<file path="src/design/itp_pkg.sv">
// Shared types, constants and character helpers for the infix to prefix converter.
// No dependencies; itp_core and the top level refer to it by scoped names.

package itp_pkg;

	// Expression capacity and derived widths
	localparam int MAX_LEN = 64;
	localparam int AW      = $clog2(MAX_LEN);
	localparam int CNT_W   = $clog2(MAX_LEN + 1);

	// Character codes
	localparam logic [7:0] CH_HASH   = 8'h23;
	localparam logic [7:0] CH_LPAREN = 8'h28;
	localparam logic [7:0] CH_RPAREN = 8'h29;
	localparam logic [7:0] CH_STAR   = 8'h2A;
	localparam logic [7:0] CH_PLUS   = 8'h2B;
	localparam logic [7:0] CH_MINUS  = 8'h2D;
	localparam logic [7:0] CH_SLASH  = 8'h2F;
	localparam logic [7:0] CH_CARET  = 8'h5E;
	localparam logic [7:0] CH_DIG_LO = 8'h30;
	localparam logic [7:0] CH_DIG_HI = 8'h39;
	localparam logic [7:0] CH_UC_LO  = 8'h41;
	localparam logic [7:0] CH_UC_HI  = 8'h5A;
	localparam logic [7:0] CH_LC_LO  = 8'h61;
	localparam logic [7:0] CH_LC_HI  = 8'h7A;

	// Converter sequencer states
	typedef enum logic [3:0] {
		S_LOAD,
		S_SCAN,
		S_CLASS,
		S_CLOSE,
		S_OPER,
		S_TOPWAIT,
		S_DRAIN,
		S_OUT_RD,
		S_OUT
	} state_t;

	// One prefix character on its way to the output register
	typedef struct packed {
		logic [7:0] ch;
		logic       last;
		logic       ovf;
	} res_t;

	// Operator precedence; unknown symbols rank lowest
	function automatic logic signed [2:0] prec(input logic [7:0] c);
		logic signed [2:0] p;
		unique case (c)
			CH_HASH:            p = 3'sd0;
			CH_PLUS, CH_MINUS:  p = 3'sd1;
			CH_STAR, CH_SLASH:  p = 3'sd2;
			CH_CARET:           p = 3'sd3;
			default:            p = -3'sd1;
		endcase
		return p;
	endfunction

	// Letters and digits only
	function automatic logic is_operand(input logic [7:0] c);
		return (c >= CH_DIG_LO && c <= CH_DIG_HI) ||
		       (c >= CH_UC_LO && c <= CH_UC_HI) ||
		       (c >= CH_LC_LO && c <= CH_LC_HI);
	endfunction

	// Swap brackets for the reversed scan
	function automatic logic [7:0] swap_paren(input logic [7:0] c);
		logic [7:0] r;
		if (c == CH_LPAREN) begin
			r = CH_RPAREN;
		end else if (c == CH_RPAREN) begin
			r = CH_LPAREN;
		end else begin
			r = c;
		end
		return r;
	endfunction

endpackage

</file>
<file path="src/design/itp_ram.sv">
// Generic single-clock RAM: one write port, one read port, registered read data.
// No dependencies.

module itp_ram #(
	parameter int DEPTH = 64,
	parameter int WIDTH = 8
) (
	input  logic                     clk,
	input  logic                     we,
	input  logic [$clog2(DEPTH)-1:0] waddr,
	input  logic [WIDTH-1:0]         wdata,
	input  logic                     re,
	input  logic [$clog2(DEPTH)-1:0] raddr,
	output logic [WIDTH-1:0]         rdata
);

	logic [WIDTH-1:0] mem [DEPTH];
	logic [WIDTH-1:0] rd_q;

	// Write port
	always_ff @(posedge clk) begin
		if (we) begin
			mem[waddr] <= wdata;
		end
	end

	// Read port; data holds while no read is issued
	always_ff @(posedge clk) begin
		if (re) begin
			rd_q <= mem[raddr];
		end
	end

	assign rdata = rd_q;

endmodule

</file>
<file path="src/design/itp_core.sv">
// Conversion sequencer: input buffer RAM, shared stack/output RAM and the control FSM.
// Depends on itp_pkg and itp_ram.

module itp_core (
	input  logic          clk,
	input  logic          arst_n,
	input  logic          in_valid,
	output logic          in_ready,
	input  logic [7:0]    in_char,
	input  logic          in_last,
	output logic          res_valid,
	input  logic          res_ready,
	output itp_pkg::res_t res
);

	localparam int AW    = itp_pkg::AW;
	localparam int CNT_W = itp_pkg::CNT_W;

	itp_pkg::state_t st_q, st_d, ret_q, ret_d;

	logic [CNT_W-1:0] cnt_q, cnt_d;
	logic [CNT_W-1:0] idx_q, idx_d;
	logic [CNT_W-1:0] sp_q, sp_d;
	logic [CNT_W-1:0] oc_q, oc_d;
	logic             ovf_q, ovf_d;
	logic [7:0]       top_q, top_d;
	logic [7:0]       cur_q, cur_d;

	// RAM ports
	logic          in_we, in_re;
	logic [AW-1:0] in_waddr, in_raddr;
	logic [7:0]    in_rdata;
	logic          ws_we, ws_re;
	logic [AW:0]   ws_waddr, ws_raddr;
	logic [7:0]    ws_wdata, ws_rdata;

	logic             do_pop, pop_emit, stored;
	logic [7:0]       rd_ch;
	logic [CNT_W-1:0] sp_m1, sp_m2, oc_m1, idx_m1;

	// Input characters in arrival order
	itp_ram #(.DEPTH(itp_pkg::MAX_LEN), .WIDTH(8)) u_in_ram (
		.clk   (clk),
		.we    (in_we),
		.waddr (in_waddr),
		.wdata (in_char),
		.re    (in_re),
		.raddr (in_raddr),
		.rdata (in_rdata)
	);

	// Lower half holds the operator stack, upper half the prefix string in build order
	itp_ram #(.DEPTH(2 * itp_pkg::MAX_LEN), .WIDTH(8)) u_ws_ram (
		.clk   (clk),
		.we    (ws_we),
		.waddr (ws_waddr),
		.wdata (ws_wdata),
		.re    (ws_re),
		.raddr (ws_raddr),
		.rdata (ws_rdata)
	);

	assign rd_ch  = itp_pkg::swap_paren(in_rdata);
	assign stored = (cnt_q < CNT_W'(itp_pkg::MAX_LEN));
	assign sp_m1  = sp_q - CNT_W'(1);
	assign sp_m2  = sp_q - CNT_W'(2);
	assign oc_m1  = oc_q - CNT_W'(1);
	assign idx_m1 = idx_q - CNT_W'(1);

	// State and counters
	always_ff @(posedge clk or negedge arst_n) begin
		if (!arst_n) begin
			st_q  <= itp_pkg::S_LOAD;
			ret_q <= itp_pkg::S_SCAN;
			cnt_q <= '0;
			idx_q <= '0;
			sp_q  <= '0;
			oc_q  <= '0;
			ovf_q <= 1'b0;
		end else begin
			st_q  <= st_d;
			ret_q <= ret_d;
			cnt_q <= cnt_d;
			idx_q <= idx_d;
			sp_q  <= sp_d;
			oc_q  <= oc_d;
			ovf_q <= ovf_d;
		end
	end

	// Cached stack top and the symbol under evaluation
	always_ff @(posedge clk) begin
		top_q <= top_d;
		cur_q <= cur_d;
	end

	// Next state, RAM accesses and handshakes
	always_comb begin
		st_d      = st_q;
		ret_d     = ret_q;
		cnt_d     = cnt_q;
		idx_d     = idx_q;
		sp_d      = sp_q;
		oc_d      = oc_q;
		ovf_d     = ovf_q;
		top_d     = top_q;
		cur_d     = cur_q;
		in_ready  = 1'b0;
		in_we     = 1'b0;
		in_waddr  = cnt_q[AW-1:0];
		in_re     = 1'b0;
		in_raddr  = idx_m1[AW-1:0];
		ws_we     = 1'b0;
		ws_waddr  = {1'b0, sp_q[AW-1:0]};
		ws_wdata  = cur_q;
		ws_re     = 1'b0;
		ws_raddr  = {1'b1, oc_m1[AW-1:0]};
		res_valid = 1'b0;
		res.ch    = ws_rdata;
		res.last  = (oc_q == '0);
		res.ovf   = ovf_q;
		do_pop    = 1'b0;
		pop_emit  = 1'b0;

		unique case (st_q)
			itp_pkg::S_LOAD: begin
				// store the character or flag it as dropped
				in_ready = 1'b1;
				if (in_valid) begin
					if (stored) begin
						in_we = 1'b1;
						cnt_d = cnt_q + CNT_W'(1);
					end else begin
						ovf_d = 1'b1;
					end
					if (in_last) begin
						idx_d = stored ? cnt_q + CNT_W'(1) : cnt_q;
						sp_d  = '0;
						oc_d  = '0;
						st_d  = itp_pkg::S_SCAN;
					end
				end
			end
			itp_pkg::S_SCAN: begin
				// fetch the next character from the end backward
				if (idx_q == '0) begin
					st_d = itp_pkg::S_DRAIN;
				end else begin
					in_re = 1'b1;
					idx_d = idx_m1;
					st_d  = itp_pkg::S_CLASS;
				end
			end
			itp_pkg::S_CLASS: begin
				cur_d = rd_ch;
				if (itp_pkg::is_operand(rd_ch)) begin
					if (oc_q < CNT_W'(itp_pkg::MAX_LEN)) begin
						ws_we    = 1'b1;
						ws_waddr = {1'b1, oc_q[AW-1:0]};
						ws_wdata = rd_ch;
						oc_d     = oc_q + CNT_W'(1);
					end
					st_d = itp_pkg::S_SCAN;
				end else if (rd_ch == itp_pkg::CH_LPAREN) begin
					if (sp_q < CNT_W'(itp_pkg::MAX_LEN)) begin
						ws_we    = 1'b1;
						ws_wdata = rd_ch;
						top_d    = rd_ch;
						sp_d     = sp_q + CNT_W'(1);
					end
					st_d = itp_pkg::S_SCAN;
				end else if (rd_ch == itp_pkg::CH_RPAREN) begin
					st_d = itp_pkg::S_CLOSE;
				end else begin
					st_d = itp_pkg::S_OPER;
				end
			end
			itp_pkg::S_CLOSE: begin
				// pop down to the matching bracket, then drop it
				if (sp_q != '0 && top_q != itp_pkg::CH_LPAREN) begin
					do_pop   = 1'b1;
					pop_emit = 1'b1;
					ret_d    = itp_pkg::S_CLOSE;
				end else if (sp_q != '0) begin
					do_pop = 1'b1;
					ret_d  = itp_pkg::S_SCAN;
				end else begin
					st_d = itp_pkg::S_SCAN;
				end
			end
			itp_pkg::S_OPER: begin
				// pop higher precedence, then push
				if (sp_q != '0 && (itp_pkg::prec(cur_q) < itp_pkg::prec(top_q))) begin
					do_pop   = 1'b1;
					pop_emit = 1'b1;
					ret_d    = itp_pkg::S_OPER;
				end else begin
					if (sp_q < CNT_W'(itp_pkg::MAX_LEN)) begin
						ws_we = 1'b1;
						top_d = cur_q;
						sp_d  = sp_q + CNT_W'(1);
					end
					st_d = itp_pkg::S_SCAN;
				end
			end
			itp_pkg::S_TOPWAIT: begin
				// refill the cached top from the stack read
				top_d = ws_rdata;
				st_d  = ret_q;
			end
			itp_pkg::S_DRAIN: begin
				if (sp_q != '0) begin
					do_pop   = 1'b1;
					pop_emit = (top_q != itp_pkg::CH_LPAREN) && (top_q != itp_pkg::CH_RPAREN);
					ret_d    = itp_pkg::S_DRAIN;
				end else if (oc_q != '0) begin
					st_d = itp_pkg::S_OUT_RD;
				end else begin
					cnt_d = '0;
					ovf_d = 1'b0;
					st_d  = itp_pkg::S_LOAD;
				end
			end
			itp_pkg::S_OUT_RD: begin
				// read the last built character first
				ws_re = 1'b1;
				oc_d  = oc_m1;
				st_d  = itp_pkg::S_OUT;
			end
			itp_pkg::S_OUT: begin
				res_valid = 1'b1;
				if (res_ready) begin
					if (oc_q == '0) begin
						cnt_d = '0;
						ovf_d = 1'b0;
						st_d  = itp_pkg::S_LOAD;
					end else begin
						ws_re = 1'b1;
						oc_d  = oc_m1;
					end
				end
			end
			default: begin
				st_d = itp_pkg::S_LOAD;
			end
		endcase

		// Pop: emit the cached top, read the entry below it as the new top.
		// Stack and output halves never share an address, so no forwarding is needed.
		if (do_pop) begin
			sp_d     = sp_m1;
			ws_re    = 1'b1;
			ws_raddr = {1'b0, sp_m2[AW-1:0]};
			st_d     = itp_pkg::S_TOPWAIT;
			if (pop_emit && oc_q < CNT_W'(itp_pkg::MAX_LEN)) begin
				ws_we    = 1'b1;
				ws_waddr = {1'b1, oc_q[AW-1:0]};
				ws_wdata = top_q;
				oc_d     = oc_q + CNT_W'(1);
			end
		end
	end

endmodule

</file>
<file path="src/design/infix_to_prefix_converter.sv">
// Top level of the infix to prefix converter: conversion core plus the output register.
// Depends on itp_pkg and itp_core.

// An expression enters one character per cycle while in_ready is high; the transaction
// with in_last set starts the conversion, and in_ready stays low until the last prefix
// character has left the core. Up to 64 characters are kept, later ones are dropped and
// reported through out_overflow on every result. Conversion runs from a shared
// stack/output RAM with registered reads: each character is fetched and classified, an
// operator or a closing bracket is then compared with the cached stack top, and each
// stack pop refills that top through a stack read. The prefix string then streams out
// at one character per cycle while out_ready does not stall it. An expression whose
// prefix form is empty gives no result.

module infix_to_prefix_converter (
	input  logic       clk,
	input  logic       arst_n,
	input  logic       in_valid,
	output logic       in_ready,
	input  logic [7:0] in_char,
	input  logic       in_last,
	output logic       out_valid,
	input  logic       out_ready,
	output logic [7:0] out_char,
	output logic       out_last,
	output logic       out_overflow
);

	itp_pkg::res_t res;
	logic          res_valid, res_ready;
	logic          out_valid_q;
	itp_pkg::res_t out_q;

	itp_core u_core (
		.clk       (clk),
		.arst_n    (arst_n),
		.in_valid  (in_valid),
		.in_ready  (in_ready),
		.in_char   (in_char),
		.in_last   (in_last),
		.res_valid (res_valid),
		.res_ready (res_ready),
		.res       (res)
	);

	// Take a new result whenever the register is empty or being drained
	assign res_ready = !out_valid_q || out_ready;

	always_ff @(posedge clk or negedge arst_n) begin
		if (!arst_n) begin
			out_valid_q <= 1'b0;
		end else if (res_valid && res_ready) begin
			out_valid_q <= 1'b1;
		end else if (out_ready) begin
			out_valid_q <= 1'b0;
		end
	end

	// Hold the payload until the next load
	always_ff @(posedge clk) begin
		if (res_valid && res_ready) begin
			out_q <= res;
		end
	end

	assign out_valid    = out_valid_q;
	assign out_char     = out_q.ch;
	assign out_last     = out_q.last;
	assign out_overflow = out_q.ovf;

endmodule

</file>
<file path="config.mk">
export PLATFORM = sky130hd
export DESIGN_NAME = infix_to_prefix_converter
export DESIGN_NICKNAME = d
export VERILOG_FILES = /design/src/design/itp_pkg.sv /design/src/design/itp_ram.sv /design/src/design/itp_core.sv /design/src/design/infix_to_prefix_converter.sv
export SDC_FILE = /design/constraint.sdc
export NUM_CORES = 2
export LEC_CHECK = 0
export BUFFER_PORTS_ARGS = -buffer_cell sky130_fd_sc_hd__buf_2
export CAP_MARGIN = 20
export CORE_MARGIN = 2
export CORE_UTILIZATION = 30
export DETAILED_ROUTE_END_ITERATION = 8
export PLACE_DENSITY = 0.41
export SLEW_MARGIN = 20
export SYNTH_ARGS = -nofsm -noshare
export SYNTH_HDL_FRONTEND = slang
export SYNTH_HIERARCHICAL = 1
export SYNTH_SLANG_ARGS = --single-unit
</file>
<file path="constraint.sdc">
create_clock -name clk -period 13.4 [get_ports clk]
set_input_delay 0 -clock clk [delete_from_list [all_inputs] [get_ports clk]]
set_output_delay 0 -clock clk [all_outputs]
set_load 0.01 [all_outputs]
</file>
=== Yosys cells after proc, flatten, opt, wreduce, memory -nomap -nowiden ===
Memories as Yosys holds them, arrays and structs flattened. A register that Yosys moved wholly into a read port is not among the register bits.
Index checks and enable logic that the tools add are counted.

* Input bits: 13
* Output and inout port bits: 12
* Register bits after elaboration: 64
* Word-level logic and storage cells: 230
* Memories kept: 2
* RAM bits: 1536

* Reductions and logical operators: 34
* Equal/unequal tests: 52
* Magnitude comparators: 10
* Muxes and demuxes: 112
* $add $sub $neg: 7

{| class="wikitable"
|+ Memories
! name !! depth !! width !! rd ports !! clocked after memory_dff !! write ports !! line !! source
|-
| u_core.u_ws_ram.mem || 128 || 8 || 1 || 1 || 1 || itp_ram.sv:17 || <nowiki>logic [WIDTH-1:0] mem [DEPTH];</nowiki>
|-
| u_core.u_in_ram.mem || 64 || 8 || 1 || 1 || 1 || itp_ram.sv:17 ||
|}

{| class="wikitable"
|+ Operator list
! kind !! count
|-
| 7-bit two-way mux || 30
|-
| 8-bit by 6-bit == test with 1-bit output, second input constant || 14
|-
| 8-bit two-way mux || 14
|-
| 4-bit two-way mux || 15
|-
| 7-bit case mux with 3 select lines || 2
|-
| 4-bit case mux with 9 select lines || 1
|-
| 1-bit two-way mux || 34
|-
| 7-bit case mux with 4 select lines || 1
|-
| 3-bit by 2-bit != test with 1-bit output, second input constant || 9
|-
| 3-bit case mux with 4 select lines || 2
|-
| 8-bit case mux with 3 select lines || 1
|-
| 7-bit by 1-bit adder with 7-bit output, second input constant || 3
|-
| 7-bit less-than comparator, second input constant || 3
|-
| 7-bit by 1-bit subtractor with 7-bit output, second input constant || 3
|-
| 2-bit != test, second input constant || 10
|-
| 6-bit AND reduction || 3
|-
| 4-bit by 3-bit == test with 1-bit output, second input constant || 4
|-
| 8-bit by 7-bit == test with 1-bit output, second input constant || 2
|-
| 8-bit by 7-bit greater-or-equal comparator with 1-bit output, second input constant || 2
|-
| 8-bit by 7-bit <= comparator with 1-bit output, second input constant || 2
|-
| 8-bit by 6-bit != test with 1-bit output, second input constant || 2
|-
| 3-bit two-way mux || 5
|-
| 7-bit logical NOT || 2
|-
| 7-bit case mux with 2 select lines || 1
|-
| 24 further kinds || 50
|}

=== Depth between registers and ports, before layout ===
* Depth after elaboration: 13
* Gate-level depth with buffers: 19
* Depth with buffers taken out: 15

=== Hierarchy ===
Netlist, hierarchy kept.

{| class="wikitable"
|+ By module, submodules not included
! module !! seq. area each (µm²) !! area an instance (µm²) !! cells each !! instances
|-
| itp_ram at u_core.u_ws_ram || 30989.7 || 39745.6 || 1635 || 1
|-
| itp_ram at u_core.u_in_ram || 15615.0 || 20270.7 || 972 || 1
|-
| itp_core || 1382.6 || 4389.2 || 536 || 1
|-
| infix_to_prefix_converter || 325.3 || 354.1 || 14 || 1
|}

=== Least setup slack after synthesis ===
No wires, ideal clock.

* Kind: register to register
* Start: reg u_core.cur_q[0]
* End: mem u_core.u_ws_ram.mem[0][5], data pin
* Library setup time: 1.197 ns
* Setup slack: 4.239 ns
* Required time: 12.203 ns
* Period minus slack after synthesis: 9.161 ns
* Buffers on the path: 3
* Cell stages (with the launch flop): 12
* Arrival: 7.964 ns
* Cell sequence: edfxtp_1 -> clkbuf_1 -> or4b_2 -> nor3_1 -> a21oi_1 -> ha_1 -> or3b_2 -> o22ai_1 -> o31ai_4 -> buf_4 -> buf_4 -> o21ai_0

* Longest elaborated chain between the ends: 11
* Elaborated cells on any way between the ends: 18
* Those cells by class: order compare (1); eq/ne (6); mux (7); reduce/logical (4)

{| class="wikitable"
|+ Ends and longest elaborated chain
! what !! line !! source
|-
| from (decl) || itp_core.sv:27 || <nowiki>logic [7:0] cur_q, cur_d;</nowiki>
|-
| from (signal assigned) || itp_core.sv:94 || <nowiki>cur_q <= cur_d;</nowiki>
|-
| 8-bit by 6-bit == test with 1-bit output || itp_pkg.sv:50 || <nowiki>unique case (c)</nowiki>
|-
| 2-bit OR reduction || itp_pkg.sv:50 ||
|-
| 3-bit case mux with 4 select lines * || itp_pkg.sv:50 ||
|-
| 3-bit two-way mux * || itp_core.sv:125 || <nowiki>unique case (st_q)</nowiki>
|-
| 3-bit less-than comparator * || itp_core.sv:193 || <nowiki>if (sp_q != '0 && (itp_pkg::prec(cur_q) < itp_pkg::prec(top_q))) begin</nowiki>
|-
| 1-bit logical AND * || itp_core.sv:193 ||
|-
| 1-bit two-way mux * || itp_core.sv:193 ||
|-
| 1-bit case mux with 3 select lines || itp_core.sv:125 ||
|-
| 1-bit logical AND || itp_core.sv:255 || <nowiki>if (pop_emit && oc_q < CNT_W'(itp_pkg::MAX_LEN)) begin</nowiki>
|-
| 8-bit two-way mux || itp_core.sv:255 ||
|-
| 8-bit two-way mux * || itp_core.sv:250 || <nowiki>if (do_pop) begin</nowiki>
|-
| via u_core.ws_wdata[5] || itp_core.sv:35 || <nowiki>logic [7:0] ws_wdata, ws_rdata;</nowiki>
|-
| to (decl) || itp_ram.sv:17 ||
|}

Mark *: on every way through the listed nets, which the timed path passes. The rest lies on a longest branch. The select of a mux whose other input is x is not followed.

=== Final worst setup path ===
* Start: reg u_core.cur_q[0]
* End: reg u_core.u_ws_ram.rd_q[4] (netlist: u_core/u_ws_ram/rdata[4]), read port of u_core.u_ws_ram.mem, data pin

* Longest elaborated chain between the ends: 9
* Elaborated cells on any way between the ends: 16
* Those cells by class: order compare (1); eq/ne (6); mux (6); reduce/logical (3)

{| class="wikitable"
|+ Ends and longest elaborated chain
! what !! line !! source
|-
| 8-bit by 6-bit == test with 1-bit output || itp_pkg.sv:50 ||
|-
| 2-bit OR reduction || itp_pkg.sv:50 ||
|-
| 3-bit case mux with 4 select lines * || itp_pkg.sv:50 ||
|-
| 3-bit two-way mux * || itp_core.sv:125 ||
|-
| 3-bit less-than comparator * || itp_core.sv:193 ||
|-
| 1-bit logical AND * || itp_core.sv:193 ||
|-
| 1-bit two-way mux * || itp_core.sv:193 ||
|-
| 1-bit case mux with 3 select lines * || itp_core.sv:125 ||
|-
| 7-bit two-way mux * || itp_core.sv:250 ||
|-
| via u_core.ws_raddr[2] || itp_core.sv:34 || <nowiki>logic [AW:0] ws_waddr, ws_raddr;</nowiki>
|-
| to (decl) || itp_ram.sv:18 || <nowiki>logic [WIDTH-1:0] rd_q;</nowiki>
|}

Marked as above.
A chain may end at the register's enable or synchronous reset.

==> metrics.txt <==
# TYPE chip_impl_metric gauge
chip_impl_metric{name="cts_max_level",unit=""} 4
chip_impl_metric{name="final_nets",unit=""} 3319
chip_impl_metric{name="sequential_cell_area_fraction_in_the_yosys_report",unit=""} 0.746
chip_impl_metric{name="num_vias",unit=""} 32200
chip_impl_metric{name="avgSynthCellArea",unit="sq um"} 20.5
chip_impl_metric{name="seq_pwr_share",unit=""} 0.338
chip_impl_metric{name="synth_enable_flop_cells",unit=""} 1578
chip_impl_metric{name="async_flop_share",unit=""} 0.0229
chip_impl_info{name="criticalPathCategory",value="reg -> reg"} 1
chip_impl_metric{name="hold_viol_final",unit=""} 0
chip_impl_metric{name="timing.reg2reg.worst_path_depth",unit=""} 17
chip_impl_metric{name="dp_hpwl",unit="mm"} 111
chip_impl_metric{name="wirelength",unit="mm"} 179
chip_impl_metric{name="vias_per_std_cell",unit=""} 5.13
chip_impl_metric{name="synth.distinct_cells",unit=""} 84
chip_impl_metric{name="setup_violators_final",unit=""} 0
chip_impl_info{name="netlist_top_cells_area",value="edfxtp_1, mux4_2, nor2_1"} 1
chip_impl_metric{name="p_comb_frac",unit=""} 0.420
chip_impl_metric{name="drt_pass1_iterations",unit=""} 5
chip_impl_metric{name="max_cap_violations",unit=""} 0
chip_impl_info{name="synth_top_family_by_area",value="multiplexers"} 1
chip_impl_metric{name="cts.reportedPaths.clkPinSlew",unit="ns"} 0.06
chip_impl_info{name="cp_common_cell",value="mux4_2"} 1
chip_impl_metric{name="drt_first_iter_violations",unit=""} 2774
chip_impl_metric{name="buffer_ports.inserted",unit=""} 24
chip_impl_metric{name="final_max_slew_viol_count",unit=""} 0
chip_impl_info{name="min-delay-path-class",value="in -> reg"} 1
chip_impl_metric{name="synth_area_in_xor_xnor",unit=""} 0.00298
chip_impl_metric{name="swShare",unit=""} 0.367
chip_impl_metric{name="yosys.area_share.adder",unit=""} 0.00270
chip_impl_info{name="ys_dominant_reg_cell",value="edfxtp_1"} 1
chip_impl_info{name="top_count_cell_post_synth",value="edfxtp_1"} 1
chip_impl_metric{name="place.gp.congestion",unit=""} 0.802
chip_impl_metric{name="max-vdd-ir-drop",unit="mV"} 0.291
chip_impl_metric{name="grt_start_max_net_pins",unit=""} 127
chip_impl_metric{name="reg2reg_setup_slack",unit="ns"} 5.71
chip_impl_metric{name="fin_skew",unit="ns"} 0.0226
chip_impl_metric{name="power-per-cell-area",unit="mW/mm^2"} 258
chip_impl_metric{name="start_util",unit=""} 0.302
chip_impl_metric{name="timing.critical_path.fanout_max",unit=""} 126
chip_impl_metric{name="grt-ovfl-total",unit=""} 0
chip_impl_info{name="synth_commonest_cells",value="edfxtp_1, mux4_2, nor2_1"} 1
chip_impl_metric{name="critical_path_depth",unit=""} 17
chip_impl_metric{name="clockBufferDepth",unit=""} 3
chip_impl_info{name="endpoint",value="u_core/u_ws_ram/rdata[4]"} 1
chip_impl_metric{name="yosysWarningCount",unit=""} 6
chip_impl_metric{name="first_global_vias",unit=""} 33000
chip_impl_metric{name="synth_seq_cells",unit=""} 1615
chip_impl_metric{name="cp_slowest_stage_delay",unit="ns"} 0.81
chip_impl_metric{name="yosysTopAreaCellShare",unit=""} 0.732
chip_impl_metric{name="postCtsSetupRepairBufs",unit=""} 0
chip_impl_metric{name="max_freq",unit="MHz"} 130
chip_impl_metric{name="die_x",unit="um"} 469
chip_impl_metric{name="stdcell_count",unit=""} 6274
chip_impl_metric{name="tightest_slew",unit="ns"} 1.17
chip_impl_metric{name="area.growth.synth_to_final",unit="%"} 14.9
chip_impl_info{name="critical_path.reg2reg.startpoint",value="u_core/cur_q[0]"} 1
chip_impl_metric{name="synthesis.nets",unit=""} 3184
chip_impl_metric{name="synthSimpleGateAreaFrac",unit=""} 0.0395
chip_impl_metric{name="cts_hold_repair.buffers",unit=""} 15
chip_impl_metric{name="p_int",unit="W"} 0.0122
chip_impl_metric{name="layout-drive-gt1-share",unit=""} 0.270
chip_impl_info{name="end_kind",value="register"} 1
chip_impl_metric{name="power.share.clock",unit=""} 0.242
chip_impl_metric{name="total_number_of_placement_rows",unit=""} 170
chip_impl_info{name="path_cells",value="or4b_2 > nor3_1 > a21oi_1 > ha_1 > or3b_2 > a211oi_1 > o31ai_1 > o21ai_2 > buf_4 > nor2_1 > a21oi_4 > buf_12 > buf_4 > mux4_2 > mux4_2 > mux4_2 > mux2_2"} 1
chip_impl_metric{name="compound_gate_portion_of_the_synthesized_area",unit=""} 0.0242
chip_impl_metric{name="groute.usage.overall",unit=""} 0.162
chip_impl_metric{name="tritoncts_num_sinks",unit=""} 1615
chip_impl_metric{name="dp_slack",unit="ns"} 5.48
chip_impl_metric{name="hold-worst-slack",unit="ns"} 0.204
chip_impl_info{name="outcome",value="finished, final reports clean"} 1
chip_impl_metric{name="post_synth_mux_area_share",unit=""} 0.169
chip_impl_info{name="worst_setup_path_startpoint",value="u_core/cur_q[0]"} 1
chip_impl_metric{name="grt_pass1_wl",unit="mm"} 254
chip_impl_metric{name="fp.dieArea",unit="sq mm"} 0.220
chip_impl_metric{name="floorplan.io_pins",unit=""} 25
chip_impl_metric{name="drcViolationCount",unit=""} 0
chip_impl_info{name="worst_hold_startpoint",value="out_ready"} 1
chip_impl_metric{name="fp.coreArea",unit="sq mm"} 0.215
chip_impl_metric{name="wl_per_cell",unit="um"} 28.5
chip_impl_info{name="cell_accounting_for_the_most_synthesized_area",value="edfxtp_1"} 1
chip_impl_metric{name="dp.cells",unit=""} 5938
chip_impl_info{name="setup_repair_after_global_routing_missed_its_margin",value="false"} 1
chip_impl_metric{name="postSynthCellCount",unit=""} 3157
chip_impl_info{name="tritoncts_clock_tree",value="built"} 1
chip_impl_info{name="critical_path.slowest_cell",value="a21oi_4"} 1
chip_impl_metric{name="mappedNetlistArea",unit="sq mm"} 0.0648
chip_impl_metric{name="period_minus_slack",unit="ns"} 7.69
chip_impl_metric{name="cellLeakagePower",unit="nW"} 22.8
chip_impl_metric{name="max-slew-margin-rel",unit=""} 0.221
chip_impl_metric{name="cts_made_buffers",unit=""} 171
chip_impl_info{name="cpLargestDelayFamily",value="multiplexers"} 1
chip_impl_metric{name="finalWorstSetupSlack",unit="ns"} 5.71
chip_impl_metric{name="clk-insertion-delay-late",unit="ns"} 0.81
chip_impl_metric{name="fp.dieH",unit="um"} 469
chip_impl_info{name="timing.critical_path.from_type",value="register"} 1
chip_impl_info{name="clock_tree.root_cell",value="clkbuf_16"} 1
chip_impl_metric{name="cts_repair_resizes",unit=""} 0
chip_impl_metric{name="crit_arrival",unit="ns"} 8.25
chip_impl_metric{name="detail-route-antenna-nets",unit=""} 0
chip_impl_metric{name="initial_antenna_violation_count",unit=""} 4
chip_impl_metric{name="fin_area",unit="sq mm"} 0.0744
chip_impl_metric{name="placed_area",unit="sq mm"} 0.0686
chip_impl_info{name="r2r_end",value="u_core/u_ws_ram/rdata[4]"} 1
chip_impl_metric{name="period_share",unit=""} 0.574
chip_impl_metric{name="timing.critical_path.buf_inv",unit=""} 3
chip_impl_metric{name="power.net_switching",unit="W"} 0.00705
chip_impl_metric{name="critical_path_required",unit="ns"} 13.96
chip_impl_metric{name="setup_tns",unit="ns"} 0
## worst reg2reg max path: cells and delay by family (launching register included)
family | cells | cell delay, ns
flip-flops | 1 | 0.51
adder cells (fa/ha/maj) | 1 | 0.40
AO/OA/AOI/OAI | 5 | 1.39
buffers and inverters | 3 | 1.59
multiplexers | 4 | 1.84
AND/OR/NAND/NOR | 4 | 1.70
## final cells by class
cell class	count	area [sq um]
clock buffers	198	4410
well taps	2838	3550
multi-input cells	1325	15700
fillers	19900	140000
repair buffers	144	1190
flip-flops and latches	1615	48300
clock inverters	116	1070
inverters	35	141
diodes	3	7.51
## worst min-delay path by stage
| stage | endpoint | slack (ns) | depth (start not counted) |
|---|---|---|---|
| 3_3_place_gp | u_core/idx_q[1] | 0.18 | 1 |
| 4_1_cts | out_valid | 0.12 | 4 |
| 3_5_place_dp | u_core/idx_q[1] | 0.19 | 1 |
| 2_1_floorplan | out_valid | -0.30 | 0 |
| 6_report | out_valid | 0.20 | 4 |
| 5_1_grt | out_valid | 0.16 | 4 |
## placed cells by master, fill, tap and decap left out, drive strengths merged, types with 12 or more instances in the layout
| cell | instances |
|---|---|
| edfxtp | 1578 |
| mux4 | 460 |
| nor2 | 267 |
| clkbuf | 198 |
| buf | 130 |
| clkinv | 85 |
| nand2 | 82 |
| nand3 | 56 |
| inv | 42 |
| a21oi | 41 |
| o21ai | 37 |
| dfrtp | 36 |
| mux2i | 33 |
| nor2b | 27 |
| o22ai | 25 |
| nor3 | 23 |
| a31oi | 20 |
| mux2 | 20 |
| nand2b | 18 |
| bufinv | 15 |
| dlygate4sd3 | 14 |
| ha | 14 |
| nand4 | 12 |
| a22oi | 12 |
| xor2 | 12 |
## metrics by stage
| stage | util | power [W] |
|---|---|---|
| after floorplan | - | 0.0117 |
| after global placement | 0.319 | 0.0147 |
| after detailed placement | 0.320 | 0.0148 |
| after CTS | 0.346 | 0.0195 |
| after global routing | 0.347 | 0.0200 |
| final | 0.347 | 0.0192 |
## routing by layer
| layer | track usage | vias to the layer above | part of all wire |
|---|---|---|---|
| li1 | - | 13400 | - |
| met1 | 0.232 | 17700 | 0.46 |
| met2 | 0.261 | 957 | 0.48 |
| met3 | 0.0271 | 196 | 0.051 |
| met4 | 0.0349 | 0 | 0.017 |
| met5 | 0 | - | 0 |
## power by group through the flow
stage / Combinational [W] / Clock, W / Sequential [W]
finish: 0.00808 / 0.00464 / 0.00650
floorplan: 0.00512 / 0 / 0.00661
detailed placement: 0.00816 / 0 / 0.00661
CTS: 0.00818 / 0.00478 / 0.00650
global route: 0.00854 / 0.00497 / 0.00652
global placement: 0.00806 / 0 / 0.00660
## logic make-up (layout without fill, tap and decap cells)
kind of cell               count (synthesis)  count (layout)
buffers and inverters                    217             493
adders and majority gates                 14              14
and+or+nand+nor                          551             551
xor gates and xnor gates                  22              22
other                                      0               3
muxes                                    513             513
DFF                                     1615            1615
AOI/OAI and AO/OA                        225             225
## sequential cells by signal, indices dropped and copies added (netlist names), 8 cells and up
signal,count
u_core/u_ws_ram/rdata,8
u_core/top_q,8
u_core/u_in_ram/mem,512
out_char,8
u_core/u_ws_ram/mem,1024
u_core/u_in_ram/rdata,8
u_core/cur_q,8
Note: power is estimated with default switching activity, not from simulation.
